**config.mk**
```make
export PLATFORM = sky130hd
export DESIGN_NAME = mstk_uf
export DESIGN_NICKNAME = d
export VERILOG_FILES = /design/src/rtl/core/mstk_pkg.sv /design/src/rtl/core/mstk_uf.sv
export SDC_FILE = /design/constraint.sdc
export NUM_CORES = 1
export LEC_CHECK = 0
export ABC_CLOCK_PERIOD_IN_PS = 2700
export BUFFER_PORTS_ARGS = -buffer_cell sky130_fd_sc_hd__buf_2
export CORE_UTILIZATION = 50
export CTS_CLUSTER_DIAMETER = 60
export DETAILED_ROUTE_END_ITERATION = 6
export GPL_TIMING_DRIVEN = 0
export PLACE_DENSITY = 0.67
export SKIP_CTS_REPAIR_TIMING = 1
export SLEW_MARGIN = 0
export SYNTH_ARGS = -nofsm -noshare
export SYNTH_HDL_FRONTEND = slang
export SYNTH_SLANG_ARGS = --single-unit
```
**constraint.sdc**
```tcl
create_clock -name clk_i -period 2.7 [get_ports clk_i]
set_input_delay 0.54 -clock clk_i [delete_from_list [all_inputs] [get_ports clk_i]]
set_output_delay 0.54 -clock clk_i [all_outputs]
set_load 0.02 [all_outputs]
```
**src/rtl/core/mstk_pkg.sv**
```systemverilog
// mstk_pkg: shared constants for the kruskal spanning tree core
// no dependencies
`timescale 1ns / 1ps
package mstk_pkg;
  localparam int unsigned MaxVertices = 16;
  localparam int unsigned WeightBits  = 16;
  localparam int unsigned VcountBits  = 5;
  localparam int unsigned ResetVcount = 16;
  localparam int unsigned RegVcount   = 0;
  localparam logic [VcountBits-1:0] ResetVcountVal = VcountBits'(ResetVcount);
endpackage

```
**src/rtl/core/mstk_uf.sv**
```systemverilog
// mstk_uf: union-find parent forest, read combinationally and written one entry at a time
// depends on mstk_pkg
`timescale 1ns / 1ps
module mstk_uf #(
  parameter int unsigned VertBits = 4
) (
  input  logic                clk_i,
  input  logic                rst_ni,
  input  logic                clear_i,
  input  logic [VertBits-1:0] rd_idx_i,
  output logic [VertBits-1:0] rd_par_o,
  input  logic                wr_en_i,
  input  logic [VertBits-1:0] wr_idx_i,
  input  logic [VertBits-1:0] wr_par_i
);
  import mstk_pkg::*;
  localparam int unsigned NV = 1 << VertBits;
  logic [VertBits-1:0] par_q [NV];

  assign rd_par_o = par_q[rd_idx_i];

  always_ff @(posedge clk_i or negedge rst_ni) begin
    if (!rst_ni) begin
      for (int v = 0; v < NV; v++) par_q[v] <= VertBits'(v);
    end else if (clear_i) begin
      for (int v = 0; v < NV; v++) par_q[v] <= VertBits'(v);
    end else if (wr_en_i) begin
      par_q[wr_idx_i] <= wr_par_i;
    end
  end
endmodule

```
; ---- Word level (Yosys, flattened, before mapping)
; Cells that the tools add are included.
[word_totals]
ff_bits = 64
input_bits = 16
wordCells = 31
[classes]
magnitude_cmp = 3
n_mux = 8
n_bitwise = 2
n_reduce_logical = 2
[op_table]
columns = op, n
row1 = two-way mux 64 bit, 2
row2 = bitwise mux 64 bit, 1
row3 = binary-select mux 4 bit (select 4 bit), 1
row4 = demux 4 bit (select 4 bit), 1
row5 = two-way mux 4 bit, 3
row6 = ">= comparator 5 bit, second input constant", 2
row7 = NOT 4 -> 5 bit, 2
row8 = "< comparator 5 x 1 -> 1 bit, second input constant", 1
row9 = nonzero test 2 bit, 1
row10 = logical AND 1 bit, 1

; ---- Depth between registers and ports, before layout
[depth]
word_depth = 8
depth_mapped = 5
mapped_depth_nobuf = 3

; ---- Least setup slack after synthesis
; Ideal clock, no wire load.
[synth_path]
kind = input to output
from = input port rd_idx_i[1]
to = output port rd_par_o[1]
t_arrival_ns = 1.617
t_required_ns = 2.160
setup_slack_ns = 0.543
cell_stages = 5
cell_sequence = clkbuf_1 -> buf_2 -> mux4_2 -> a22oi_1 -> nand3_1
[synth_via]
elab_chain_len = 4
[synth_lines]
columns = item, line_no
row1 = from (decl), mstk_uf.sv:10  ; input logic [VertBits-1:0] rd_idx_i,
row2 = NOT 4 -> 5 bit (not written as such), mstk_uf.sv:20  ; assign rd_par_o = par_q[rd_idx_i];
row3 = binary-select mux 4 bit (select 4 bit), mstk_uf.sv:20
row4 = two-way mux 4 bit (not written as such) (2 in series), mstk_uf.sv:20
row5 = to (decl), mstk_uf.sv:11  ; output logic [VertBits-1:0] rd_par_o,
; No other way between the ends. The select of a mux whose other input is x is not followed.

; ---- Worst setup path in the final report
[layout_path]
from = input port rd_idx_i[1]
to = output port rd_par_o[2]
; Same word-level chain as after synthesis.

==> metrics.txt <==
Critical Path AT=slightly above 2 ns; Avg Inst Size Synth=10.76 um^2; Tot GR Track Use=between 20% and 30%; synthesized instance count=321; sequential share of power=roughly 50%; Placed Instances=around 410; Setup WS post-layout=about 0.14 ns; Root Driver=clkbuf_8; final instance area=between 3000 and 4000 um^2; Post-synth EDFFs=0; # fillers=about 570; CP Max Fanout=10; Clock Pin Slew Worst Setup and Hold Paths=approximately 0.06 ns; via count=2899; mapped cell area=about 3500 um^2; initial antenna violation count=0; final period utilization=a little over nine tenths; power density over the cells=between 500 and 600 nW/um^2; endpoints failing setup=0; Fin Clk Skew=0 ns; global route overflow=0; Min-Delay Path Class=in2async; number of flip-flops in the largest register=between 60 and 70; Switch Pwr=roughly 0.53 mW; max-cap viol count=0; Leakage=~1.6 nW; Inserted Diodes=0; TritonCTS clock tree=yes; Pre-Repair DR Iteration Count=5; GPL Wtd Cong=approximately 0.84; Starting DRT DRC Count=about 360; CTS Buf Count=9; vias in the first global route=between 2000 and 3000; Syn. warnings=0; pre-CTS setup slack=0.1413 ns; I/O Pins=20; Initial Utilization=53.17%; Max rail drop VDD=roughly 0.34 mV; area of the core=6495 um^2; Via density=about 6.8; DR DRC count=0; largest cells by area after synthesis=dfstp_2 24%, dfrtp_1 23%, mux4_1 11%; Detail Route Antenna Nets=0; fraction of layout cells with a size suffix above 1=about a quarter; most flop-heavy register=par_q; Slew HR=~45%; max-slew violations=0; Final nets=approximately 360; Clk pwr share=38.3%; Num Clock Sinks=64; Syn Nets=337; top cell type's share of synthesized area=between 20% and 30%; first-pass GRT wire length=about 15 mm; Comb pwr share=a little under an eighth; async set-reset flop share out of synthesis=100.0%; die width=85.11 um; CTS HTree Levels=3; fmax=just under 400 MHz; Critical Path RT=roughly 2.2 ns; WL final=about 9.3 mm; largest area contributor in the netlist=dfstp_2; status=finished clean; pin count of the biggest net entering global routing=65; clock tree buffer depth=2; Worst Setup Start Kind=input port; prevailing post-synth register cell=dfstp_2; Post-DP Area=~3600 um^2; number of cells on the worst reg-to-reg path=2; Setup TNS Final=0 ns; die area=between 7000 and 8000 um^2; die height=around 85 um; Worst-Skew Late Latency=between 0.3 and 0.4 ns; critical path type=in2out; # rows=29; top flop regs=par_q: 64 flops; HPWL after DPL=6.379 mm; sequential share of the synthesized area=47.54%; Port-buffer cells=16; Avg WL per Cell=~22 um; Sw Share=between 20% and 30%; final hold violation count=0; distinct cell type count after synthesis=26; fin crit period=between 2 and 3 ns; WHS=approximately 0.30 ns; Final Non-Filler Cells=about 430; unrepaired setup endpoints after global routing=no; Layout area overhead=10.43%; Worst Tran Pin Value=0.8223 ns; crit end category=output pin; Seq cells post-synth=64; internal power=around 1.5 mW
-- cell families after synthesis --
group | Yosys count | synth area share [%]
muxes | 16 | 11.96
buffers and inverters | 31 | 5.072
and+or+nand+nor | 110 | 17.61
DFF | 64 | 47.54
AOI/OAI and AO/OA | 100 | 17.83
-- cells in the final DEF, fill, tap and decap left out, types with 16 or more instances in the layout --
cell type,instances
clkbuf_1,16
dfstp_2,32
o21ai_0,36
dfrtp_1,32
buf_2,21
nand3_1,45
a211o_1,28
a21oi_1,32
and3_1,29
nand2_1,16
-- final cells by class --
| class | count | area (um^2) | area share [%] |
|---|---|---|---|
| buffer | 31 | 175.2 | 4.593 |
| clock buffer | 12 | 166.4 | 4.364 |
| clock inverter | 3 | 15.01 | 0.3937 |
| multi-input combinational | 226 | 1637 | 42.91 |
| sequential | 64 | 1642 | 43.04 |
| tap | 77 | 96.34 | 2.526 |
| timing repair buffer | 16 | 82.58 | 2.165 |
-- power groups by stage --
stage                     clock network, mW  registers (mW)  logic (mW)
after floorplan                           0            1.00       0.136
after global placement                    0            1.01       0.232
after detailed placement                  0            1.01       0.233
after CTS                             0.773           0.992       0.234
after global routing                  0.818           0.994       0.253
final                                 0.762           0.992       0.236
-- per-layer routing --
layer	GRT usage [%]	vias to the layer above	share of wire [%]
li1	-	1277	-
met1	39.81	1470	45
met2	41.94	137	46
met3	5.739	15	7.4
met4	6.934	0	2.0
met5	0	-	0
-- final timing paths --
check                                              to                   from  slack [ns]
min in group clk_i              par_q[53]$_DFFE_PN1P_  par_q[53]$_DFFE_PN1P_        0.52
worst min-delay path            par_q[29]$_DFFE_PN0P_                 rst_ni        0.30
worst min register to register  par_q[53]$_DFFE_PN1P_  par_q[53]$_DFFE_PN1P_        0.52
worst max register to register  par_q[31]$_DFFE_PN1P_  par_q[31]$_DFFE_PN1P_        1.91
worst max-delay path                      rd_par_o[2]            rd_idx_i[1]        0.14
max in group asynchronous       par_q[52]$_DFFE_PN0P_                 rst_ni        1.86
-- cell usage after synthesis (all sizes together) (4+ instances only) --
cell type / instances
nand3: 45
o21ai: 36
a21oi: 32
dfrtp: 32
dfstp: 32
and3: 29
a211o: 28
clkbuf: 16
mux4: 16
nand2: 16
buf: 15
nand3b: 6
a22oi: 4
nor2b: 4
-- stage by stage --
step / utilization [%] / power, mW
finish: 58.72 / 1.991
global route: 58.72 / 2.064
CTS: 58.72 / 1.999
detailed placement: 55.92 / 1.241
global placement: 55.89 / 1.239
floorplan: - / 1.141
-- critical path: stages --
cell and delay [ns]:
clkbuf_1 0.31, buf_2 0.36, mux4_2 0.38, a22oi_1 0.17, nand3_1 0.10, buf_2 0.16
Note: power is estimated with default switching activity, not from simulation.
